==> config.mk <==
export PLATFORM = sky130hd
export DESIGN_NAME = dppfa_front
export DESIGN_NICKNAME = d
export VERILOG_FILES = /design/src/sv/dppfa_pkg.sv /design/src/sv/dppfa_front.sv
export SDC_FILE = /design/constraint.sdc
export NUM_CORES = 1
export LEC_CHECK = 0
export ABC_CLOCK_PERIOD_IN_PS = 5800
export BUFFER_PORTS_ARGS = -buffer_cell sky130_fd_sc_hd__buf_2
export CORE_MARGIN = 10
export CORE_UTILIZATION = 36
export CTS_BUF_LIST = sky130_fd_sc_hd__clkbuf_8 sky130_fd_sc_hd__clkbuf_16
export CTS_CLUSTER_DIAMETER = 120
export DETAILED_ROUTE_END_ITERATION = 10
export SETUP_SLACK_MARGIN = 0.02
export SYNTH_ARGS = -nofsm -noshare
export SYNTH_HDL_FRONTEND = slang
export SYNTH_SLANG_ARGS = --single-unit
==> constraint.sdc <==
create_clock -name clk_i -period 5.8 [get_ports clk_i]
set_input_delay 0.58 -clock clk_i [delete_from_list [all_inputs] [get_ports clk_i]]
set_output_delay 0.58 -clock clk_i [all_outputs]
set_load 0.02 [all_outputs]
==> src/sv/dppfa_pkg.sv <==
// shared types and constants of the dual pool page frame allocator
package dppfa_pkg;

  localparam int unsigned FrameBits   = 36;
  localparam int unsigned PoolDepth   = 1024;
  localparam int unsigned RecordDepth = 2048;
  localparam int unsigned PageShift   = 12;

  // first frame of the high pool after reset: 2 GiB of 4 KiB pages
  localparam logic [FrameBits-1:0] BoundaryReset = FrameBits'(64'd2147483648 >> PageShift);

  typedef enum logic [1:0] {
    REQ_LOAD     = 2'd0,
    REQ_ALLOC_LO = 2'd1,
    REQ_ALLOC_HI = 2'd2,
    REQ_FREE     = 2'd3
  } req_type_e;

  typedef enum logic [1:0] {
    ST_OK      = 2'd0,
    ST_OOM     = 2'd1,
    ST_UNKNOWN = 2'd2,
    ST_FULL    = 2'd3
  } status_e;

  typedef struct packed {
    req_type_e            req_type;
    logic [FrameBits-1:0] frame;
  } req_t;

  typedef struct packed {
    logic [FrameBits-1:0] frame_out;
    status_e              status;
    logic                 fell_back;
  } rsp_t;

  // classified request handed from front to back
  typedef struct packed {
    req_type_e            op;
    logic [FrameBits-1:0] frame;
    logic                 pool_hi;
  } cmd_t;

endpackage

==> src/sv/dppfa_front.sv <==
// request intake: boundary register, pool classification and command queue
module dppfa_front (
  input  logic                               clk_i,
  input  logic                               rst_ni,
  input  logic                               start,
  output logic                               busy,
  input  dppfa_pkg::req_t                    req_i,
  input  logic                               cfg_we_i,
  input  logic [dppfa_pkg::FrameBits-1:0]    cfg_wdata_i,
  input  logic                               hold_i,
  output logic                               cmd_valid_o,
  output dppfa_pkg::cmd_t                    cmd_o,
  input  logic                               cmd_pop_i
);
  import dppfa_pkg::*;

  logic [FrameBits-1:0] boundary_q;
  cmd_t                 queue_q [2];
  logic                 wr_ptr_q, rd_ptr_q;
  logic [1:0]           cnt_q;
  logic                 accept;
  logic                 pop;
  cmd_t                 cmd_new;

  assign busy        = (cnt_q == 2'd2) | hold_i;
  assign accept      = start & ~busy;
  assign cmd_valid_o = (cnt_q != 2'd0);
  assign pop         = cmd_pop_i & cmd_valid_o;
  assign cmd_o       = queue_q[rd_ptr_q];

  always_comb begin
    cmd_new.op      = req_i.req_type;
    cmd_new.frame   = req_i.frame;
    cmd_new.pool_hi = (req_i.frame >= boundary_q);
  end

  always_ff @(posedge clk_i or negedge rst_ni) begin
    if (!rst_ni) begin
      boundary_q <= BoundaryReset;
      wr_ptr_q   <= 1'b0;
      rd_ptr_q   <= 1'b0;
      cnt_q      <= 2'd0;
    end else begin
      if (cfg_we_i) begin
        boundary_q <= cfg_wdata_i;
      end
      if (accept) begin
        wr_ptr_q <= ~wr_ptr_q;
      end
      if (pop) begin
        rd_ptr_q <= ~rd_ptr_q;
      end
      cnt_q <= cnt_q + 2'(accept) - 2'(pop);
    end
  end

  always_ff @(posedge clk_i) begin
    if (accept) begin
      queue_q[wr_ptr_q] <= cmd_new;
    end
  end

endmodule

# After elaboration in Yosys (flattened, before gate mapping)
# Memory sizes are Yosys's and may differ from the RTL's.
# Index checks and enable logic that the tools add are counted.
[word_totals] register_bits=40 ram_bits=78 inputBits=80 out_inout_bits=41 mem_count=1
[op_classes] n_addsub=2 magnitude_cmp=1 eq_ne=1 muxes=2 bitwise=6 n_reduce_logical=1
[memory_table] memory="queue_q" depth=2 word_bits=39 rd=1 rd_ports_with_merged_regs=0 wr=1 line="dppfa_front.sv:18" text="cmd_t queue_q [2];"
[op_table] operator="36-bit >= comparator" count=1
[op_table] operator="1-bit inverter" count=3
[op_table] operator="2-bit by 1-bit adder with 2-bit output" count=1
[op_table] operator="1-bit AND" count=2
[op_table] operator="2-bit equality test, second input constant" count=1
[op_table] operator="1-bit 2-to-1 mux" count=2
[op_table] operator="2-bit nonzero test" count=1
[op_table] operator="2-bit by 1-bit subtractor with 2-bit output" count=1
[op_table] operator="1-bit bitwise OR" count=1

# Longest topological paths before layout
# Gate-level depths: netlist of the first run.
[depth] ltp_word=6 mapped_depth=8

# Worst setup path after synthesis of the first run
# Ideal clock, no wire load.
[synth_timing] kind="input-to-reg" startpoint="in hold_i" endpoint="mem queue_q[0][0] in the netlist's numbering (enable)" setup_ns=0.435 arrival_time_ns=2.527 required_time_ns=5.365 setup_slack_ns=2.838 stages=3 n_path_buf=0 cell_sequence="a21oi_1 -> nand2_1 -> nor2_1"
[synth_between] elab_chain_cells=5
[synth_lines] element="from (decl)" line="dppfa_front.sv:10" text="input logic hold_i,"
[synth_lines] element="1-bit bitwise OR" line="dppfa_front.sv:25" text="assign busy = (cnt_q == 2'd2) | hold_i;"
[synth_lines] element="1-bit inverter" line="dppfa_front.sv:26" text="assign accept = start & ~busy;"
[synth_lines] element="1-bit AND" line="dppfa_front.sv:26"
[synth_lines] element="1-bit 2-to-1 mux" line="dppfa_front.sv:58" text="if (accept) begin"
[synth_lines] element="1-bit 2-to-1 mux (implied by the code)" line="dppfa_front.sv:59" text="queue_q[wr_ptr_q] <= cmd_new;"
[synth_lines] element="to (decl)" line="dppfa_front.sv:18"
# No other way between the ends.

==> parameters.txt, run 1 <==
Parameter                              Value

Worst setup path
  Startpoint class of the critical path    flip-flop
  Standard cell with the maximum stage delay on the critical path    sky130_fd_sc_hd__dfrtp_2
  Worst endpoint required time    5220 ps
  Cells along the critical path    mux2_2, buf_2
  Worst setup EP type    output port
  Worst Setup Path Type    reg -> out
  Top fanout value on the critical path    40
  Critical path's largest stage delay    1020 ps
  Arrival time reported for the critical path endpoint    2040 ps

Clock tree
  Number of gates resized after CTS    0
  Root cell of the clock tree    sky130_fd_sc_hd__clkbuf_16
  Total clock buffers created by CTS    17
  CTS tree    yes
  Clk_lat worst skew    410 ps
  Number of buffers on the longest clock path    2
  Total clock sinks    118
  Clock edge transition at the registers on the reported setup and hold paths    50 ps
  Buffers inserted by post-CTS timing repair    0
  Hold buffer count at cts    0
  Number of levels the H-tree was split into    4

Yosys
  Syn_nets    496
  Synth top area share    45.45%
  Share of the synthesized area in compound gates (AO/OA/AOI/OAI)    7.235%
  Yosys warns    0
  Post-synth EDFFs    78
  Post-synthesis instance area    5154 um2
  Synth async-reset ratio    33.90%
  Main combinational cell family by area after synthesis    adder cells
  Parity-gate share of the synthesized area counting xor and xnor cells    0.6798%
  Top cells by area in the synthesized netlist    sky130_fd_sc_hd__edfxtp_1 (45%), sky130_fd_sc_hd__dfrtp_1 (19%), sky130_fd_sc_hd__ha_1 (9.2%)
  Instance count of the mapped netlist    378
  Cell variety after synth    33
  Library cell with the largest summed area after synthesis    sky130_fd_sc_hd__edfxtp_1
  Post-synthesis average cell area    13.63 um2
  Post-synthesis mux area share    8.740%
  Commonest register cell after synthesis    sky130_fd_sc_hd__edfxtp_1
  Register bit count reported by yosys    118
  Post-synthesis simple-gate area fraction    5.438%
  Area share of fa/ha/maj cells after synthesis    9.226%
  Portion of the post-synthesis area used by sequential elements    64.89%

Global route
  Global-route wire length before repair    18.22 mm
  Global route overflow    0
  Initial antenna violation count    0
  Global-route total usage across every layer    11.95%
  Pin count of the biggest net entering global routing    72
  Vias in the first global route    3,523

Floorplanning
  Total die area    19,500 um2
  Core footprint    13,930 um2
  Die Y    139.7 um
  Number of I/O pins    121
  Die boundary width    139.7 um
  Initial Util    36.98%
  Row count    43

STA
  Worst relative slew slack    32.56%
  FMAX    381.5 MHz
  Worst Setup Slack, final    3179 ps
  Fin Hold WS    333.6 ps
  Tmin final    2621 ps
  Unrepaired setup endpoints after global routing    no
  Final hold violation count    0
  Post-route clock period utilization    45.19%
  Transition at the pin with the smallest max-transition slack    1012 ps
  Number of pins exceeding their max-slew limit in the final report    0
  Final-report setup violation count    0
  Setup tns final    0 ps
  Setup skew after layout    5.624 ps

Outcome
  Result of the run    finished, final reports clean

Placed design
  Worst slack after detailed placement    3209 ps
  Number of buffers inserted by port buffering    120
  GP Congestion    0.7415
  HPWL after detailed placement    8.026 mm
  Standard cell area after detailed placement    5959 um2

Finish
  Layout filler cell count    1,255
  Final-stage net count    625
  Antenna cells    0
  Finished layout cell area    6675 um2
  Relative area change from synthesis to final layout    29.52%
  Fraction of final layout cells with drive strength greater than 1    38.46%

Route
  Iter 0 DRT Violations    100
  Number of detailed-route iterations in the first pass    4
  Via-per-instance ratio    4.620
  Per-cell routed wire length    16.21 um
  Total DRC errors in the routed layout    0
  Final wirelength    11.35 mm
  Final ANT Viol Nets    0
  Routed vias    3,234

Power and ir drop
  Power per cell area    447.0 nW/um2
  Static leakage power    0.002897 uW
  Worst VDD drop    354.4 uV

Flow run
  Max-capacitance violation count    0

Hold path
  Worst hold path type    in -> async
==> cells in the final DEF, fill, tap and decap left out, types with 8 or more instances in the layout <==
| cell type | count |
|---|---|
| sky130_fd_sc_hd__a21oi_1 | 13 |
| sky130_fd_sc_hd__buf_2 | 120 |
| sky130_fd_sc_hd__bufinv_16 | 8 |
| sky130_fd_sc_hd__clkbuf_16 | 17 |
| sky130_fd_sc_hd__dfrtp_1 | 38 |
| sky130_fd_sc_hd__edfxtp_1 | 78 |
| sky130_fd_sc_hd__ha_1 | 38 |
| sky130_fd_sc_hd__inv_1 | 40 |
| sky130_fd_sc_hd__mux2_2 | 40 |
| sky130_fd_sc_hd__nand2_1 | 41 |
| sky130_fd_sc_hd__o21ai_0 | 38 |
==> worst max-delay path: cells and delay by family, from the launching register on <==
family                 cells  cell delay, ps
flip-flops                 1            1020
multiplexers               1             440
buffers and inverters      1             160
==> layer usage <==
layer	vias up	part of all wire, %	GRT usage [%]	wire (um)
li1	1620	-	-	-
met1	1517	43	13.30	4877
met4	0	1.4	5.054	163
met2	86	49	19.69	5597
met5	-	0	0	0
met3	11	6.3	5.036	711
==> synth_stat cells, types with 2 or more instances <==
cell type and instances:
sky130_fd_sc_hd__a21o_1 3, sky130_fd_sc_hd__buf_1 4, sky130_fd_sc_hd__o21ai_1 2, sky130_fd_sc_hd__nand4_1 6, sky130_fd_sc_hd__nor2_1 2, sky130_fd_sc_hd__a2111oi_1 2, sky130_fd_sc_hd__clkbuf_1 8, sky130_fd_sc_hd__nand2_1 41
sky130_fd_sc_hd__and4_1 2, sky130_fd_sc_hd__nand3_1 4, sky130_fd_sc_hd__xnor2_1 3, sky130_fd_sc_hd__dfrtp_1 39, sky130_fd_sc_hd__o21ai_0 38, sky130_fd_sc_hd__inv_1 40, sky130_fd_sc_hd__a21oi_1 13, sky130_fd_sc_hd__ha_1 38
sky130_fd_sc_hd__mux2_2 40, sky130_fd_sc_hd__edfxtp_1 78
==> path summary, 6_finish.rpt <==
| kind | startpoint | end | slack (ps) | cells past startpoint |
|---|---|---|---|---|
| min in group clk_i | req_i[37] | queue_q[0][38] | 360 | 1 |
| max in group asynchronous | rst_ni | rd_ptr_q | 4800 | 1 |
| max | rd_ptr_q | cmd_o[0] | 3180 | 2 |
| min reg2reg | cnt_q[1] | cnt_q[1] | 490 | 1 |
| min | rst_ni | boundary_q[29] | 330 | 1 |
| max reg2reg | boundary_q[0] | queue_q[0][0] | 3600 | 6 |
==> per-stage QoR <==
stage | total power (uW) | std cells | util, %
after floorplan | 1523 | 378 | -
after global placement | 1742 | 668 | 42.77
after detailed placement | 1755 | 668 | 42.77
after CTS | 3035 | 700 | 47.90
after global routing | 3141 | 700 | 47.90
final | 2984 | 700 | 47.90
==> where the power goes <==
group	internal (uW)	switching [uW]	leakage [uW]
Clock	901	364	0.000352
Combinational	272	342	0.00135
Sequential	1020	86.8	0.00119
Total	2190	793	0.00290
==> state kept, by name, indices dropped and copies added (netlist names) <==
signal	flops
queue_q	78
cnt_q	2
rd_ptr_q	1
wr_ptr_q	1
boundary_q	36
==> area by class of cell <==
type                    count  area [um2]  area share (%)
well taps                 180       225.2           3.374
flip-flops and latches    118        3346           50.12
clock inverters            14       276.5           4.142
multi-input cells         208        1623           24.31
clock buffers              18       439.2           6.579
repair buffers            122       615.6           9.222
inverters                  40       150.1           2.249
==> logic make-up after synthesis <==
group | after synthesis
simple gates | 61
compound gates | 65
xor+xnor | 4
mux | 40
buf+inv | 52
fa+ha+maj | 38
flops | 118
Note: power is estimated with default switching activity, not from simulation.
==> run 2, diff against run 1 <==
--- a/config.mk
+++ b/config.mk
@@ -5,7 +5,7 @@
 export SDC_FILE = /design/constraint.sdc
 export NUM_CORES = 1
 export LEC_CHECK = 0
-export ABC_CLOCK_PERIOD_IN_PS = 5800
+export ABC_CLOCK_PERIOD_IN_PS = 2600
 export BUFFER_PORTS_ARGS = -buffer_cell sky130_fd_sc_hd__buf_2
 export CORE_MARGIN = 10
 export CORE_UTILIZATION = 36
==> constraint.sdc (replaced) <==
create_clock -name clk_i -period 2.6 [get_ports clk_i]
set_input_delay 0.26 -clock clk_i [delete_from_list [all_inputs] [get_ports clk_i]]
set_output_delay 0.26 -clock clk_i [all_outputs]
set_load 0.02 [all_outputs]
==> parameters.txt, run 2 (synthesis results as in run 1) <==
Parameter                              Value

Floorplanning
  Die Y    139.7 um (unchanged)
  Total die area    19,500 um2 (unchanged)
  Initial Util    36.98% (unchanged)
  Die boundary width    139.7 um (unchanged)
  Row count    43 (unchanged)
  Number of I/O pins    121 (unchanged)
  Core footprint    13,930 um2 (unchanged)

Worst setup path
  Startpoint class of the critical path    flip-flop
  Worst setup EP type    output port
  Top fanout value on the critical path    23 (-43%)
  Worst Setup Path Type    reg -> out
  Arrival time reported for the critical path endpoint    1890 ps (-150 ps)
  Worst endpoint required time    2340 ps (-2880 ps)
  Worst R2R Setup Slack    470 ps (-3130 ps)

Placed design
  GP Congestion    0.7631 (+2.9%)
  HPWL after detailed placement    8.747 mm (+9.0%)
  Number of buffers inserted by port buffering    120 (unchanged)
  Standard cell area after detailed placement    6020 um2 (+1.0%)

Route
  Number of detailed-route iterations in the first pass    4 (unchanged)
  Per-cell routed wire length    17.15 um (+5.7%)
  Final ANT Viol Nets    0 (unchanged)
  Via-per-instance ratio    4.730 (+2.4%)
  Iter 0 DRT Violations    111 (+11%)
  Routed vias    3,335 (+3.1%)
  Final wirelength    12.09 mm (+6.5%)
  Total DRC errors in the routed layout    0 (unchanged)

Power and ir drop
  Worst VDD drop    618.4 uV (+75%)
  Switching Power    1817 uW (+130%)
  Portion of total power attributed to the clock network    38.3% (-4.1 points)
  Share of total power consumed by net switching    28.75% (+2.2 points)
  Sequential share of power    38.0% (+1.0 points)
  Int Pwr    4503 uW (+110%)
  Power, Total    6321 uW (+110%)
  Static leakage power    0.002865 uW (-1.1%)
  Power per cell area    952.4 nW/um2 (+110%)
  Combinational power share    23.7% (+3.1 points)

Finish
  Max FFs per register    78 (unchanged)
  Finished layout cell area    6636 um2 (-0.58%)
  Register name with the most flops    queue_q
  Fraction of final layout cells with drive strength greater than 1    38.43% (about the same)
  Relative area change from synthesis to final layout    28.77%
  Commonest cells after routing, fill and taps aside    sky130_fd_sc_hd__buf_2 (120), sky130_fd_sc_hd__edfxtp_1 (78), sky130_fd_sc_hd__nand2_1 (41)
  Finished Core Util    47.63% (-0.28 points)
  Final-stage net count    628 (+0.48%)
  Largest regs    queue_q (78), boundary_q (36), cnt_q (2)
  Most frequent standard cell in the layout excluding fill and tap cells    sky130_fd_sc_hd__buf_2

STA
  Final-report setup violation count    0 (unchanged)
  Final hold violation count    3 (+3)
  Fin Hold WS    -6.302 ps (-339.9 ps)
  Post-route clock period utilization    82.82%
  Number of pins exceeding their max-slew limit in the final report    0 (unchanged)
  FMAX    464.4 MHz
  Unrepaired setup endpoints after global routing    no
  Tmin final    2153 ps
  Setup tns final    0 ps (unchanged)
  Worst relative slew slack    36.10% (+3.5 points)
  Setup skew after layout    6.336 ps (+0.7123 ps)
  Transition at the pin with the smallest max-transition slack    958.5 ps (-53.07 ps)

Clock tree
  Number of gates resized after CTS    0 (unchanged)
  Clk_lat worst skew    410 ps (about the same)
  Number of levels the H-tree was split into    4 (unchanged)
  Buffers inserted by post-CTS timing repair    0 (unchanged)
  Total clock buffers created by CTS    17 (unchanged)
  Root cell of the clock tree    sky130_fd_sc_hd__clkbuf_16
  Hold buffer count at cts    0 (unchanged)
  Clock edge transition at the registers on the reported setup and hold paths    60 ps (about the same)
  Total clock sinks    118 (unchanged)
  Number of buffers on the longest clock path    2 (unchanged)
  CTS tree    yes

Global route
  Global-route total usage across every layer    12.79% (+0.84 points)
  Initial antenna violation count    2 (+2)
  Global-route wire length before repair    19.38 mm (+6.4%)
  Vias in the first global route    3,744 (+6.3%)
  Pin count of the biggest net entering global routing    43 (-40%)
  Global route overflow    0 (unchanged)

Outcome
  Result of the run    complete, but fails checks
  Violations in the final reports    negative hold slack

Flow run
  Max-capacitance violation count    0 (unchanged)

Hold path
  Worst hold path type    in -> async
[run 2: cell count changes in the layout (fill, tap and decap cells not counted), sizes merged]
cell / before / now
buf: 122 / 125
inv: 41 / 40
diode: 0 / 2
clkinvlp: 0 / 3
clkinv: 5 / 8
bufinv: 8 / 4
clkbuf: 18 / 17
[run 2: layout make-up]
cell class | count | area (um2)
tap | 180 | 225.2
inverter | 40 | 150.1
fill | 1267 | 7298
timing repair buffer | 125 | 675.6
clock inverter | 15 | 186.4
multi-input combinational | 208 | 1623
antenna | 2 | 5.005
clock buffer | 17 | 425.4
sequential | 118 | 3346
[run 2: power groups by stage]
stage	Clock (uW)	Combinational [uW]	Sequential [uW]
2_1_floorplan	0	1040	2360
3_3_place_gp	0	1520	2430
3_5_place_dp	0	1540	2440
4_1_cts	2470	1550	2410
5_1_grt	2560	1660	2430
6_report	2420	1500	2400
[run 2: final timing paths]
check	from	to	cells after the start
max	rd_ptr_q	cmd_o[33]	3
min	rst_ni	boundary_q[27]	1
max reg2reg	boundary_q[0]	queue_q[1][0]	6
min reg2reg	cnt_q[1]	cnt_q[1]	1
max in group asynchronous	rst_ni	rd_ptr_q	1
min in group clk_i	req_i[36]	queue_q[1][37]	1
[run 2: through the flow]
stage          hold slack [ps]  cells  setup WS (ps)
6_report                -6.302    705          446.6
5_1_grt                  33.11    704          258.9
4_1_cts                  31.75    703          376.3
3_5_place_dp             465.9    671          369.4
3_3_place_gp             448.1    671          506.0
2_1_floorplan           -35.59    378          464.0
[run 2: critical path: stages, from the launching register on]
cell and delay, ps:
sky130_fd_sc_hd__dfrtp_2 680, sky130_fd_sc_hd__buf_12 260, sky130_fd_sc_hd__mux2_2 370, sky130_fd_sc_hd__buf_2 170
[run 2: routing by layer]
metal | part of all wire, % | routed length, um | GRT usage (%) | up-vias
li1 | - | - | - | 1628
met1 | 42 | 5081 | 14.29 | 1593
met2 | 49 | 5872 | 21.11 | 96
met3 | 7.5 | 911 | 5.546 | 18
met4 | 1.8 | 223 | 4.946 | 0
met5 | 0 | 0 | 0 | -
==> run 3, diff against run 2 <==
--- a/config.mk
+++ b/config.mk
@@ -5,7 +5,7 @@
 export SDC_FILE = /design/constraint.sdc
 export NUM_CORES = 1
 export LEC_CHECK = 0
-export ABC_CLOCK_PERIOD_IN_PS = 2600
+export ABC_CLOCK_PERIOD_IN_PS = 1950
 export BUFFER_PORTS_ARGS = -buffer_cell sky130_fd_sc_hd__buf_2
 export CORE_MARGIN = 10
 export CORE_UTILIZATION = 36
==> constraint.sdc (replaced) <==
create_clock -name clk_i -period 1.95 [get_ports clk_i]
set_input_delay 0.195 -clock clk_i [delete_from_list [all_inputs] [get_ports clk_i]]
set_output_delay 0.195 -clock clk_i [all_outputs]
set_load 0.02 [all_outputs]
==> parameters.txt, run 3 (synthesis results as in run 1) <==
Parameter                              Value

Outcome
  Result of the run    finished, final reports clean

Route
  Iter 0 DRT Violations    112 (+0.90%)
  Total DRC errors in the routed layout    0 (unchanged)
  Final wirelength    12.64 mm (+4.6%)
  Number of detailed-route iterations in the first pass    4 (unchanged)
  Per-cell routed wire length    16.39 um (-4.4%)
  Final ANT Viol Nets    0 (unchanged)
  Routed vias    3,642 (+9.2%)
  Via-per-instance ratio    4.724 (-0.14%)

Global route
  Pin count of the biggest net entering global routing    40 (-7.0%)
  Initial antenna violation count    0 (-2)
  Global route overflow    0 (unchanged)
  Global-route total usage across every layer    13.14% (+0.35 points)
  Vias in the first global route    3,947 (+5.4%)
  Global-route wire length before repair    20.27 mm (+4.6%)

Worst setup path
  Arrival time reported for the critical path endpoint    2050 ps (+160 ps)
  Top fanout value on the critical path    2 (-91%)
  Worst Setup Path Type    reg -> reg
  Worst setup EP type    flip-flop
  Startpoint class of the critical path    flip-flop
  Worst endpoint required time    2100 ps (-240 ps)

Finish
  Largest regs    queue_q (78), boundary_q (36), cnt_q (2)
  Final-stage net count    696 (+11%)
  Relative area change from synthesis to final layout    44.43%
  Max FFs per register    78 (unchanged)
  Register name with the most flops    queue_q
  Most frequent standard cell in the layout excluding fill and tap cells    sky130_fd_sc_hd__buf_2
  Commonest cells after routing, fill and taps aside    sky130_fd_sc_hd__buf_2 (120), sky130_fd_sc_hd__edfxtp_1 (78), sky130_fd_sc_hd__dlygate4sd3_1 (58)
  Fraction of final layout cells with drive strength greater than 1    37.56% (-0.87 points)
  Filler-free cell count of the finished design    771 (+9.4%)
  Finished Core Util    53.42% (+5.8 points)
  Antenna cells    0 (-2)

Hold path
  Worst hold path type    in -> reg

Floorplanning
  Core footprint    13,930 um2 (unchanged)
  Number of I/O pins    121 (unchanged)
  Die boundary width    139.7 um (unchanged)
  Total die area    19,500 um2 (unchanged)
  Die Y    139.7 um (unchanged)
  Row count    43 (unchanged)
  Initial Util    36.98% (unchanged)

Power and ir drop
  Worst VDD drop    718.7 uV (+16%)
  Static leakage power    0.003180 uW (+11%)
  Power per cell area    1183 nW/um2 (+24%)

STA
  Setup skew after layout    5.783 ps (-0.5532 ps)
  Worst Setup Slack, final    49.93 ps (-396.7 ps)
  FMAX    526.3 MHz
  Number of pins exceeding their max-slew limit in the final report    0 (unchanged)
  Unrepaired setup endpoints after global routing    yes
  Final hold violation count    0 (-3)
  Post-route clock period utilization    97.44%
  Worst relative slew slack    66.15% (+30 points)
  Final-report setup violation count    0 (unchanged)
  Tmin final    1900 ps
  Transition at the pin with the smallest max-transition slack    507.8 ps (-450.7 ps)
  Fin Hold WS    16.50 ps (+22.81 ps)

Flow run
  Max-capacitance violation count    0 (unchanged)

Placed design
  Number of buffers inserted by port buffering    120 (unchanged)
  HPWL after detailed placement    8.940 mm (+2.2%)
  GP Congestion    0.7968 (+4.4%)
  Worst slack after detailed placement    -236.2 ps (-605.6 ps)
  Placed cell count    678 (+1.0%)

Clock tree
  CTS tree    yes
  Root cell of the clock tree    sky130_fd_sc_hd__clkbuf_16
  Clk_lat worst skew    410 ps (about the same)
  Total clock sinks    118 (unchanged)
  Clock edge transition at the registers on the reported setup and hold paths    50 ps (about the same)
  Number of buffers on the longest clock path    2 (unchanged)
  Number of levels the H-tree was split into    4 (unchanged)
  Total clock buffers created by CTS    17 (unchanged)
run 3: path summary, 6_finish.rpt:
check	to	cells after the start	startpoint	slack, ps
worst max-delay path	queue_q[1][0]	6	boundary_q[19]	50
min in group asynchronous	boundary_q[27]	2	rst_ni	300
max in group asynchronous	boundary_q[9]	3	rst_ni	960
worst min-delay path	boundary_q[8]	3	cfg_wdata_i[8]	20
worst max register to register	queue_q[1][0]	6	boundary_q[19]	50
worst min register to register	cnt_q[1]	1	cnt_q[1]	510
run 3: final cells by class:
type | instances | area, um2
fill | 1195 | 6491
sequential | 118 | 3348
inverter | 40 | 150.1
clock inverter | 15 | 211.5
multi-input combinational | 208 | 1739
timing repair buffer | 193 | 1344
clock buffer | 17 | 425.4
tap | 180 | 225.2
run 3: per-layer routing:
metal	track usage, %	vias to the layer above	part of all wire (%)
met5	0	-	0
met4	4.728	0	1.3
met3	4.389	16	5.9
met2	22.13	105	49
met1	15.25	1755	43
li1	-	1766	-
run 3: where the power goes:
group,switching (uW),internal (uW),total [uW]
registers,116,3030,3150
clock network,1080,2250,3330
logic,1280,1050,2330
total,2470,6330,8810
run 3: worst max-delay path: stages, from the launching register on:
cell	delay (ps)
sky130_fd_sc_hd__dfstp_2	520
sky130_fd_sc_hd__inv_2	40
sky130_fd_sc_hd__ha_4	200
sky130_fd_sc_hd__and4_1	160
sky130_fd_sc_hd__a221o_1	380
sky130_fd_sc_hd__a211oi_2	240
sky130_fd_sc_hd__o21ai_1	110
run 3: timing repair:
item / CTS / global route
pin swaps: 4 / 4
setup endpoints to repair: 32 / 13
setup buffers: 0 / 3
hold endpoints to repair: 110 / 0
gates cloned: 0 / 0
gates resized for setup: 7 / 9
hold buffers: 58 / 0
run 3: through the flow:
step                power, uW  setup TNS, ps  area [um2]
global route             9260         -103.5        7443
CTS                      8880              0        7345
global placement         5333         -311.0        6085
detailed placement       5392         -472.3        6085
finish                   8805              0        7443
floorplan                4533              0        5162
